### src/hdl/evr_pkg.sv
// ----------------------------------------------------------------------------
// evr_pkg
// Shared types, constants and tables for the Euler ZYX vector rotator.
// ----------------------------------------------------------------------------
package evr_pkg;

  localparam int CORDIC_STEPS_DEF = 16;
  localparam int ATAN_COUNT       = 24;
  localparam int ANG_FULL         = 23040;
  localparam int GAIN_Q30         = 652032874;
  localparam int MID_DEPTH        = 4;
  localparam int OUT_DEPTH        = 2;

  typedef struct packed {
    logic signed [31:0] vec_x;
    logic signed [31:0] vec_y;
    logic signed [31:0] vec_z;
    logic signed [31:0] acc_x;
    logic signed [31:0] acc_y;
    logic signed [31:0] acc_z;
    logic signed [15:0] roll_angle;
    logic signed [15:0] pitch_angle;
    logic signed [15:0] yaw_angle;
  } in_t;

  typedef struct packed {
    logic signed [31:0] res_x;
    logic signed [31:0] res_y;
    logic signed [31:0] res_z;
  } out_t;

  typedef struct packed {
    logic signed [31:0] vec_x;
    logic signed [31:0] vec_y;
    logic signed [31:0] vec_z;
    logic signed [31:0] acc_x;
    logic signed [31:0] acc_y;
    logic signed [31:0] acc_z;
  } vecacc_t;

  typedef struct packed {
    vecacc_t                  va;
    logic [2:0]               flip;
    logic [2:0][31:0]         phase;
  } work_t;

  typedef logic [22:0] frac_tab_t [64];

  function automatic frac_tab_t frac_table();
    frac_tab_t t;
    longint v;
    for (int m = 0; m < 64; m++) begin
      v = ((longint'(m) <<< 23) + 22) / 45;
      t[m] = (m < 45) ? v[22:0] : 23'd0;
    end
    return t;
  endfunction

  function automatic logic [29:0] atan_turn(input int i);
    logic [29:0] r;
    case (i)
      0:  r = 30'd536870912;
      1:  r = 30'd316933406;
      2:  r = 30'd167458907;
      3:  r = 30'd85004756;
      4:  r = 30'd42667331;
      5:  r = 30'd21354465;
      6:  r = 30'd10679838;
      7:  r = 30'd5340245;
      8:  r = 30'd2670163;
      9:  r = 30'd1335087;
      10: r = 30'd667544;
      11: r = 30'd333772;
      12: r = 30'd166886;
      13: r = 30'd83443;
      14: r = 30'd41722;
      15: r = 30'd20861;
      16: r = 30'd10430;
      17: r = 30'd5215;
      18: r = 30'd2608;
      19: r = 30'd1304;
      20: r = 30'd652;
      21: r = 30'd326;
      22: r = 30'd163;
      23: r = 30'd81;
      default: r = 30'd0;
    endcase
    return r;
  endfunction

endpackage

### src/hdl/evr_front.sv
// ----------------------------------------------------------------------------
// evr_front
// Angle reduction to a 32-bit binary phase and quadrant fold, three stages.
// ----------------------------------------------------------------------------
module evr_front (
  input  logic          clk,
  input  logic          rst,
  input  logic          en,
  input  logic          load,
  input  evr_pkg::in_t  item,
  output logic          out_valid,
  output evr_pkg::work_t out_work
);

  localparam evr_pkg::frac_tab_t FRAC = evr_pkg::frac_table();
  localparam int RECIP = 23302;

  logic              v1, v2;
  evr_pkg::vecacc_t  va1, va2;
  logic [2:0][14:0]  r1, r2;
  logic [2:0][8:0]   q2;
  logic [2:0][14:0]  r_next;
  logic [2:0][8:0]   q_next;
  logic [2:0][31:0]  ph_next;
  logic [2:0]        fl_next;

  always_comb begin
    logic signed [15:0] a [3];
    logic signed [17:0] a1, a2;
    logic [29:0]        prod;
    logic [14:0]        m;
    logic [31:0]        ph, ph_off;
    a[0] = item.roll_angle;
    a[1] = item.pitch_angle;
    a[2] = item.yaw_angle;
    for (int l = 0; l < 3; l++) begin
      a1 = (a[l] < 0) ? 18'(a[l]) + 18'sd23040 : 18'(a[l]);
      if (a1 < 0) begin
        a2 = a1 + 18'sd23040;
      end else if (a1 >= 18'sd23040) begin
        a2 = a1 - 18'sd23040;
      end else begin
        a2 = a1;
      end
      r_next[l] = a2[14:0];
      prod      = 30'(r1[l]) * 30'(RECIP);
      q_next[l] = prod[28:20];
      m         = r2[l] - 15'(q2[l] * 15'd45);
      ph        = {q2[l], FRAC[m[5:0]]};
      ph_off    = ph + 32'h4000_0000;
      fl_next[l] = ph_off[31];
      ph_next[l] = ph_off[31] ? (ph ^ 32'h8000_0000) : ph;
    end
  end

  always_ff @(posedge clk) begin
    if (en) begin
      va1 <= '{vec_x: item.vec_x, vec_y: item.vec_y, vec_z: item.vec_z,
               acc_x: item.acc_x, acc_y: item.acc_y, acc_z: item.acc_z};
      r1  <= r_next;
      va2 <= va1;
      r2  <= r1;
      q2  <= q_next;
      out_work.va    <= va2;
      out_work.flip  <= fl_next;
      out_work.phase <= ph_next;
    end
  end

  always_ff @(posedge clk) begin
    if (rst) begin
      v1        <= 1'b0;
      v2        <= 1'b0;
      out_valid <= 1'b0;
    end else if (en) begin
      v1        <= load;
      v2        <= v1;
      out_valid <= v2;
    end
  end

endmodule

### config.mk
export PLATFORM = sky130hd
export DESIGN_NAME = evr_front
export DESIGN_NICKNAME = d
export VERILOG_FILES = /design/src/hdl/evr_pkg.sv /design/src/hdl/evr_front.sv
export SDC_FILE = /design/constraint.sdc
export NUM_CORES = 1
export LEC_CHECK = 0
export BUFFER_PORTS_ARGS = -buffer_cell sky130_fd_sc_hd__buf_2
export CORE_MARGIN = 4
export CORE_UTILIZATION = 50
export CTS_CLUSTER_SIZE = 28
export DETAILED_ROUTE_END_ITERATION = 16
export GPL_TIMING_DRIVEN = 0
export MAX_ROUTING_LAYER = met4
export PLACE_DENSITY = 0.71
export SETUP_SLACK_MARGIN = 0.15
export SYNTH_ARGS = -nofsm -noshare
export SYNTH_HDL_FRONTEND = slang
export SYNTH_SLANG_ARGS = --single-unit
### constraint.sdc
create_clock -name clk -period 7.15 [get_ports clk]
set_input_delay 0.3575 -clock clk [delete_from_list [all_inputs] [get_ports clk]]
set_output_delay 0.3575 -clock clk [all_outputs]
set_load 0.1 [all_outputs]
==> impl_metrics.tcl <==
set metrics [dict create \
    skew_ns 0.0270 \
    status "completed" \
    dieArea_sq_um 78900 \
    yosys-top-cells-area "edfxtp_1 60%, ha_1 14%, fa_1 7.7%" \
    synth_flop_cell "edfxtp_1" \
    core-area_sq_um 73300 \
    routed_wl_microns 80400 \
    drive_gt1_frac 0.214 \
    antenna_left 0 \
    final_nets 4102 \
    worst-path-buf-inv 2 \
    grt_setup_unrepaired "no" \
    cp_max_fo 6 \
    tightestPinTransition_ns 0.969 \
    drt_iter0_markers 1502 \
    maxCapViolCount 0 \
    cts_buffers 77 \
    slew_violations 0 \
    start_util 0.508 \
    synth_area_sq_um 37200 \
    fin_ws_ns 1.46 \
    ys_ff_latch 750 \
    hpwlAfterDp_microns 56900 \
    yosysWarnings 0 \
    synth_cell_types 72 \
    met1_length_microns 32000 \
    htreeDepth 3 \
    wl_met2_microns 41400 \
    first_pass_iters 5 \
    fp-row-count 99 \
    cts_resized 0 \
    max_slew_margin 0.349 \
    critical-path-top-delay-family "adder cells" \
    clockBufferDepth 3 \
    worstPathRequired_ns 7.52 \
    die_h_microns 281 \
    slowest_delay_ns 0.56 \
    wl_per_cell_microns 18.5 \
    routed.top_layer "met4" \
    hold_class "in -> reg" \
    place_congestion 0.882 \
    grt_usage 0.206 \
    grt_max_degree 146 \
    synth.top_cell.area_share 0.603 \
    clk_latency_ns 0.62 \
    period_share 0.796 \
    cpMaxStageDelayCell "edfxtp_1" \
    synth_area_per_cell_sq_um 15.0 \
    cts-root-buf "clkbuf_16" \
    layout_min_cycle_time_ns 5.69 \
    layout_commonest_cell "edfxtp_1" \
    cpMostUsedCell "fa_1" \
    antenna_found_initial 5 \
    ys_seq_area_frac 0.604 \
    pre_cts_ws_ns 1.44 \
    viasPerCell 5.15 \
    filler_cell_count 5417 \
    die_x_microns 281 \
    startpoint_type "flop" \
    cts_sinks 750 \
    setup_tns_ns 0 \
    setup_viol 0 \
    io_buffers 532 \
    worstPathCellList "ha_1 -> ha_1 -> fa_1 -> fa_1 -> inv_1 -> fa_1 -> fa_1 -> inv_1 -> ha_1 -> a21o_1 -> a21o_1 -> a221oi_1 -> o21ai_1 -> a221oi_4 -> o211ai_1 -> a31oi_1 -> xnor2_1" \
    syn_nets 3265 \
    worstPathArrival_ns 6.07 \
    ys_async_sr_fraction 0 \
    syn_to_final_growth_pct 23.6 \
    holdWs_ns 0.113 \
    netlist_instances 2475 \
    wl_met3_microns 4520 \
    endpoint_kind "flop" \
    synth_edf_count 747 \
    ios 536 \
    layout_common_cells "747 x edfxtp_1, 543 x buf_2, 402 x ha_1" \
    grt_pass1_wl_microns 125000 \
    grt_pass1_vias 23200 \
    overflow 0 \
    synth_top_area_cell "edfxtp_1" \
    hold_viol_final 0 \
    num_vias 22300 \
    critPathKind "reg -> reg" \
    clkTransAtPathRegs_ns 0.06 \
    drc 0 \
    cts_tree "built" \
    fmaxAchievable_mhz 176 \
]
[state kept, by name, indices dropped and copies added, names as in the netlist]
name	count
out_work	273
q2	27
out_valid	1
va2	192
v1	1
v2	1
va1	192
r2	18
r1	45
[cell families after synthesis]
logic type	Yosys count	synth area share
and+or+nand+nor	245	0.0300
buffers and inverters	414	0.0441
muxes	16	0.00615
adders and majority gates	552	0.214
xor gates and xnor gates	136	0.0363
DFF	750	0.604
AOI/OAI and AO/OA	362	0.0651
[worst register-to-register path: stages, from the launching register on]
cell and delay (ns):
edfxtp_1 0.56, ha_1 0.41, ha_1 0.30, fa_1 0.45, fa_1 0.49, inv_1 0.05, fa_1 0.44, fa_1 0.49
inv_1 0.06, ha_1 0.31, a21o_1 0.17, a21o_1 0.17, a221oi_1 0.28, o21ai_1 0.22, a221oi_4 0.42, o211ai_1 0.23
a31oi_1 0.29, xnor2_1 0.10
[area by class of cell]
cell class	count	area (sq um)	share of cell area
Timing Repair Buffer	758	5020	0.109
Tap cell	959	1200	0.0261
Sequential cell	750	22500	0.489
Buffer	64	327	0.00710
Antenna cell	5	12.5	0.000272
Clock buffer	97	2020	0.0440
Multi-Input combinational cell	1311	13100	0.285
Clock inverter	45	518	0.0113
Inverter	350	1310	0.0286
[what timing repair did]
action / CTS / global route
endpoints found under the hold margin: 222 / 0
buffers inserted: 0 / 0
hold buffers: 221 / 0
[metal layers]
| metal | GRT usage | vias to the layer above |
|---|---|---|
| li1 | - | 10600 |
| met1 | 0.249 | 10900 |
| met2 | 0.355 | 666 |
| met3 | 0.0369 | 153 |
| met4 | 0.0678 | 0 |
| met5 | - | - |
[path summary, 6_finish.rpt]
path            start  endpoint  slack, ns  cells after the start
max             r1[5]     q2[8]       1.46                     17
min          item[46]    r1[14]       0.11                      2
max reg2reg     r1[5]     q2[8]       1.46                     17
min reg2reg   va1[86]   va2[86]       0.40                      0
[stage by stage]
| stage | area (sq um) | cells | utilization |
|---|---|---|---|
| floorplan | 37200 | 2475 | - |
| global placement | 41100 | 3966 | 0.560 |
| detailed placement | 41200 | 3971 | 0.562 |
| CTS | 46000 | 4334 | 0.627 |
| finish | 46000 | 4339 | 0.627 |
| global route | 46000 | 4339 | 0.627 |
[synth_stat cells (7+ instances only)]
master,count
o21a_1,8
fa_1,144
a31oi_1,18
nand3_1,16
inv_1,347
o21ai_1,7
xor2_1,39
clkbuf_1,32
buf_4,19
nor2_1,85
edfxtp_1,747
a21oi_1,81
buf_2,12
a21o_1,36
o21ai_0,63
xor2_2,8
xnor2_1,78
a211oi_1,23
nand2_1,67
nor3_1,22
o211ai_1,15
o31a_1,7
o22ai_1,19
xnor2_2,8
nand2b_1,10
ha_1,402
o31ai_1,15
and3_1,12
Power is not shown: default switching activity piles up to over one toggle a cycle in this logic, so the estimate is an artifact.
