File: config.mk
export PLATFORM = sky130hd
export DESIGN_NAME = evr_fifo
export DESIGN_NICKNAME = d
export VERILOG_FILES = /design/src/hdl/evr_fifo.sv
export SDC_FILE = /design/constraint.sdc
export NUM_CORES = 1
export LEC_CHECK = 0
export CAP_MARGIN = 20
export CORE_AREA = 10 10 47 49
export CTS_BUF_LIST = sky130_fd_sc_hd__clkbuf_4 sky130_fd_sc_hd__clkbuf_8
export DETAILED_ROUTE_END_ITERATION = 7
export DIE_AREA = 0 0 57 59
export DONT_BUFFER_PORTS = 1
export GPL_ROUTABILITY_DRIVEN = 0
export PLACE_DENSITY = 0.72
export SYNTH_ARGS = -nofsm -noshare
export SYNTH_HDL_FRONTEND = slang
export SYNTH_SLANG_ARGS = --single-unit
File: constraint.sdc
create_clock -name clk -period 1.8 [get_ports clk]
set_input_delay 0.09 -clock clk [delete_from_list [all_inputs] [get_ports clk]]
set_output_delay 0.09 -clock clk [all_outputs]
set_load 0.05 [all_outputs]
File: src/hdl/evr_fifo.sv
// ----------------------------------------------------------------------------
// evr_fifo
// Small register queue with push/full and pop/empty sides.
// ----------------------------------------------------------------------------
module evr_fifo #(
  parameter type T     = logic,
  parameter int  DEPTH = 4
) (
  input  logic clk,
  input  logic rst,
  input  logic push,
  input  T     din,
  output logic full,
  input  logic pop,
  output T     dout,
  output logic empty
);

  localparam int AW = (DEPTH > 1) ? $clog2(DEPTH) : 1;
  localparam int CW = $clog2(DEPTH + 1);

  T               mem [DEPTH];
  logic [AW-1:0]  wr_ptr;
  logic [AW-1:0]  rd_ptr;
  logic [CW-1:0]  count;
  logic           do_push;
  logic           do_pop;

  assign full    = (count == CW'(DEPTH));
  assign empty   = (count == '0);
  assign do_push = push && !full;
  assign do_pop  = pop && !empty;
  assign dout    = mem[rd_ptr];

  always_ff @(posedge clk) begin
    if (do_push) begin
      mem[wr_ptr] <= din;
    end
  end

  always_ff @(posedge clk) begin
    if (rst) begin
      wr_ptr <= '0;
      rd_ptr <= '0;
      count  <= '0;
    end else begin
      if (do_push) begin
        wr_ptr <= wr_ptr + 1'b1;
      end
      if (do_pop) begin
        rd_ptr <= rd_ptr + 1'b1;
      end
      if (do_push && !do_pop) begin
        count <= count + 1'b1;
      end else if (do_pop && !do_push) begin
        count <= count - 1'b1;
      end
    end
  end

endmodule

==> metrics.md, run 1 <==
| Metric | Value |
|---|---|
| Port bufs | 0 |
| Synth Area in Compound Gates | 6.73% |
| Gr busiest metal | met2 |
| Root Buffer Master | clkbuf_4 |
| First-pass GRT wire length | 1.91 mm |
| Failing checks | hold timing, setup timing |
| Die Y | 59 um |
| Worst Max-Slew Pin Slew | 0.302 ns |
| Post-synth cell types | 20 |
| Initial antenna violation count | 0 |
| Final Hold Vio Count | 7 |
| Synthesized netlist cell count | 53 |
| FMAX | 529 MHz |
| Clk_lat worst skew | 0.28 ns |
| HPWL after DPL | 840 um |
| DR WL/cell | 12.5 um |
| Crit path capture type | register |
| WS Path Type | reg -> reg |
| Row Count | 14 |
| Syn Area/Cell | 11.6 um2 |
| Largest net degree at the start of global routing | 10 |
| N_diodes | 0 |
| Global Route met1 Usage | 7.20% |
| Tmin final | 1.89 ns |
| Main combinational cell family by area after synthesis | simple AND/OR/NAND/NOR gates |
| Mux contribution to synthesized area | 6.94% |
| Hold Crit Class | in -> reg |
| CP Launch Type | register |
| Number of global-route vias before repair | 451 |
| CTS Buf Count | 3 |
| Number of DRC markers in iteration 0 | 1 |
| Die area | 3360 um2 |
| Max_cap viols | 0 |
| Setup TNS | -0.0915 ns |
| DR vias | 426 |
| Longest Clk Path Bufs | 2 |
| CP arrival | 2.11 ns |
| CTS Sinks | 13 |
| Initial Util | 43.7% |
| Post-Synth XOR/XNOR Area | 5.71% |
| Adder-Cell Fraction of Synth Area | 13.5% |
| Max_slew headroom | 79.6% |
| Final Max Tran Viols | 0 |
| P per Cell Area | 1460 nW/um2 |
| Post-route ant nets | 0 |
| GRT Residual Overflow | 0 |
| FF+latch count, synth | 13 |
| Core Area | 1400 um2 |
| H-tree Lvls | 1 |
| Die X | 57 um |
| CTS clk-pin slew, worst paths | 0.08 ns |
| NumNets Final | 85 |
| Synth Net Count | 64 |
| Setup violators final | 1 |
| Met3 global-route usage | 3.00% |
| Seq/Total Area, Yosys | 49.0% |
| Async set-reset flop share out of synthesis | 0% |
| Layout cells sized above 1 | 39.7% |
| GRT Util Overall | 7.46% |
| Routed wire length | 1.11 mm |
| Layout overhead on the synthesized area | 36.1% |
| P_leak | 0.352 nW |
| Clock Skew | 0.00540 ns |
| Final Cycle Share | 105% |
| Worst-path fanout max | 3 |
| IO Count | 8 |
| RSZ-0062 raised after global routing | yes |
| Synth Cell Area | 613 um2 |
| Simple-Gate Fraction of Synth Area | 15.1% |
| Maximum VDD drop | 1.05 mV |
| Util after Layout | 59.6% |
| Drt via density | 4.79 |
| Hold_ws | -0.147 ns |
| CTS tree | done |
| Worst Slack Setup Final | -0.0915 ns |
| CP required | 2.01 ns |
| Synth Flop Type | dfxtp_1 |
| Status | complete, but fails checks |
| Residual DRC count | 0 |
| Met2 Use GR | 11.9% |
| Pre-antenna DRT Iters | 4 |
| Yosys warns | 0 |
| Number of enable flip-flop cells after synthesis | 4 |
| CTS Hold Bufs | 6 |
cell families after synthesis:
kind of cell	after synthesis
AOI/OAI and AO/OA	6
muxes	3
DFF	13
xor gates and xnor gates	4
adders and majority gates	6
and+or+nand+nor	16
buffers and inverters	5
report_power, final:
| group | switching [mW] | internal (mW) | leakage [nW] |
|---|---|---|---|
| Sequential | 0.0704 | 0.382 | 0.112 |
| Combinational | 0.293 | 0.287 | 0.222 |
| Clock | 0.0995 | 0.0825 | 0.0177 |
through the flow:
stage | hold WS (ns) | total power, mW | setup slack, ns | cells | area, um2
final | -0.147 | 1.21 | -0.0915 | 89 | 835
after global routing | -0.166 | 1.31 | -0.155 | 89 | 835
after CTS | -0.155 | 1.23 | -0.112 | 90 | 840
after detailed placement | 0.159 | 0.964 | -0.252 | 78 | 719
after global placement | 0.155 | 0.946 | -0.176 | 78 | 719
after floorplan | 0.189 | 0.796 | -0.259 | 53 | 628
final timing paths:
| check | startpoint | to | slack [ns] | depth (start not counted) |
|---|---|---|---|---|
| worst max register to register | count[2] | count[2] | -0.09 | 7 |
| worst max-delay path | count[2] | count[2] | -0.09 | 7 |
| worst min register to register | rd_ptr[1] | register | 0.53 | 2 |
| worst min-delay path | rst | count[2] | -0.15 | 1 |
area by class of cell:
class	instances	area [um2]
Fill cell	118	567
Multi-Input combinational cell	35	325
Sequential cell	13	309
Timing Repair Buffer	17	138
Clock buffer	3	22.5
Tap cell	16	20.0
Inverter	4	15.0
Clock inverter	1	5.00
placed cells by master (no fill, tap or decap), types with 3 or more instances in the layout:
| cell type | netlist | layout |
|---|---|---|
| clkbuf_4 | 0 | 3 |
| inv_1 | 4 | 3 |
| buf_4 | 0 | 13 |
| dlygate4sd3_1 | 0 | 4 |
| nor2_1 | 5 | 5 |
| and2_1 | 4 | 4 |
| xor2_1 | 4 | 3 |
| edfxtp_1 | 4 | 4 |
| ha_1 | 5 | 4 |
| dfxtp_1 | 9 | 6 |
repair_timing:
action                     4_1_cts  5_1_grt
setup endpoints to repair        1        4
pin swaps                        3        1
hold endpoints to repair        13        7
resized for setup                4        1
buffers inserted                 2        1
critical path: stages, from the launching register on:
cell and delay (ns):
dfxtp_4 0.37, o31ai_4 0.26, ha_2 0.22, inv_2 0.04
fa_2 0.33, xor2_1 0.17, or3_1 0.32, a21oi_2 0.13
per-layer routing:
layer | up-vias | share of wire (%)
met5 | - | 0
met1 | 197 | 40
li1 | 218 | -
met2 | 7 | 51
met4 | 0 | 3.8
met3 | 4 | 4.8
synthesized netlist by cell type (2+ instances only):
| master | n | area (um2) |
|---|---|---|
| mux2i_1 | 2 | 20.0 |
| inv_1 | 4 | 15.0 |
| or3_1 | 2 | 12.5 |
| and2_1 | 4 | 25.0 |
| o21ai_0 | 2 | 10.0 |
| edfxtp_1 | 4 | 120 |
| a21oi_1 | 2 | 10.0 |
| nor2_1 | 5 | 18.8 |
| dfxtp_1 | 9 | 180 |
| xor2_1 | 4 | 35.0 |
| nand2b_1 | 2 | 12.5 |
| ha_1 | 5 | 62.6 |
(Power assumes the default switching activity.)
==> run 2: changes to the inputs <==
==> constraint.sdc (replaced) <==
create_clock -name clk -period 1.8 [get_ports clk]
set_input_delay 0.18 -clock clk [delete_from_list [all_inputs] [get_ports clk]]
set_output_delay 0.18 -clock clk [all_outputs]
set_load 0.05 [all_outputs]
==> run 2 against run 1 <==
Against the previous run: count of clock-buffer cells in the layout is the same; fmax is essentially flat; largest cell class unchanged; critical endpoint unchanged; total power shrank 0.75%; register-to-register slack is essentially flat; the flow still finishes with violations (hold timing, setup timing).
==> metrics.md, run 2 (synthesis results as in run 1) <==
| Metric | Value |
|---|---|
| Hold_ws | -0.0569 ns |
| Switch Pwr | 460 uW |
| Crit path capture type | register |
| CTS clk-pin slew, worst paths | 0.08 ns |
| CP required | 2.01 ns |
| NumNets Final | 83 |
| GRT Residual Overflow | 0 |
| Layout overhead on the synthesized area | 32.9% |
| Commonest non-fill, non-tap cell in the layout | buf_4 |
| DP Cell Count | 78 |
| Most frequent cells in the layout | buf_4, dfxtp_1, nor2_1 |
| Number of DRC markers in iteration 0 | 1 |
| Status | complete, but fails checks |
| Clock Power Share | 15.1% |
| Worst Max-Slew Pin Slew | 0.302 ns |
| N_diodes | 0 |
| HPWL after DPL | 840 um |
| CTS Sinks | 13 |
| Max_cap viols | 0 |
| Final Cycle Share | 105% |
| CP Launch Type | register |
| Port bufs | 0 |
| Clock Skew | 0.00576 ns |
| IO Count | 8 |
| CP arrival | 2.11 ns |
| DP Area | 719 um2 |
| Failing checks | hold timing, setup timing |
| Core Area | 1400 um2 |
| H-tree Lvls | 1 |
| P_leak | 0.344 nW |
| P_int | 745 uW |
| Setup violators final | 1 |
| Final Hold Vio Count | 7 |
| Comb power frac | 47.4% |
| Drt via density | 4.77 |
| Hold Crit Class | in -> reg |
| WS Path Type | reg -> reg |
| Clk_lat worst skew | 0.28 ns |
| GRT Util Overall | 7.33% |
| Die area | 3360 um2 |
| Layout cells sized above 1 | 40.8% |
| First-pass GRT wire length | 1.87 mm |
| Number of global-route vias before repair | 451 |
| CTS tree | done |
| Worst-path fanout max | 3 |
| Tmin final | 1.89 ns |
| Die X | 57 um |
| DR WL/cell | 12.5 um |
| Max_slew headroom | 79.6% |
| FMAX | 529 MHz |
| Sw frac | 38.2% |
| CTS Buf Count | 3 |
| Util after Layout | 58.1% |
| Initial antenna violation count | 0 |
| Final instance area | 815 um2 |
| DR vias | 415 |
| Maximum VDD drop | 1.05 mV |
| Worst Slack Setup Final | -0.0915 ns |
| Largest net degree at the start of global routing | 10 |
| RSZ-0062 raised after global routing | yes |
| Initial Util | 43.7% |
| Die Y | 59 um |
| Post-route ant nets | 0 |
| Residual DRC count | 0 |
| Longest Clk Path Bufs | 2 |
| Finished Layout Cells | 87 |
| Routed wire length | 1.09 mm |
| Root Buffer Master | clkbuf_4 |
| CTS Hold Bufs | 4 |
| Final Max Tran Viols | 0 |
| Pre-antenna DRT Iters | 4 |
| Seq pwr share | 37.6% |
| P per Cell Area | 1480 nW/um2 |
| PnR Total Power | 1.21 mW |
| Row Count | 14 |
run 2: changes by cell type in the layout (fill, tap and decap cells not counted), sizes merged:
cell	before	now
dlygate4sd3	4	2
run 2: critical path, cell delays in order, from the launching register on:
cell and delay [ns]:
dfxtp_4 0.37, o31ai_4 0.26, ha_2 0.22, inv_2 0.04, fa_2 0.33, xor2_1 0.17, or3_1 0.32, a21oi_2 0.13
run 2: power groups by stage:
stage	logic (mW)	registers, mW	clock network [mW]
2_1_floorplan	0.346	0.450	0
3_3_place_gp	0.499	0.447	0
3_5_place_dp	0.516	0.448	0
4_1_cts	0.587	0.450	0.190
5_1_grt	0.633	0.463	0.203
6_report	0.571	0.453	0.182
run 2: routing by layer:
layer	wire length [um]	track usage, %	share of wire [%]	up-vias
met1	437	6.95	40	190
li1	-	-	-	214
met4	42	7.05	3.9	0
met2	552	11.8	51	7
met3	53	3.00	4.9	4
met5	0	0	0	-
run 2: path summary, 6_finish.rpt:
path	start	to	slack [ns]	cells after the start
setup / recovery	count[2]	count[2]	-0.09	7
hold / removal	rst	count[2]	-0.06	1
setup reg to reg	count[2]	count[2]	-0.09	7
hold reg to reg	wr_ptr[1]	wr_ptr[1]	0.52	2
run 2: what timing repair did:
action | in CTS | in global routing
pin swaps | 3 | 1
resized for setup | 4 | 1
setup buffers | 2 | 1
gates cloned | 0 | 0
hold endpoints to repair | 12 | 7
setup endpoints to repair | 1 | 4
run 2: stage by stage:
stage | setup slack [ns] | setup TNS [ns]
after floorplan | -0.259 | -0.484
after global placement | -0.176 | -0.176
after detailed placement | -0.252 | -0.252
after CTS | -0.112 | -0.112
after global routing | -0.155 | -0.183
final | -0.0915 | -0.0915
run 2: area by class of cell:
class | instances | area [um2]
clock buffers | 3 | 22.5
clock inverters | 1 | 5.00
fillers | 118 | 587
inverters | 4 | 15.0
multi-input cells | 35 | 325
flip-flops and latches | 13 | 309
well taps | 16 | 20.0
repair buffers | 15 | 118
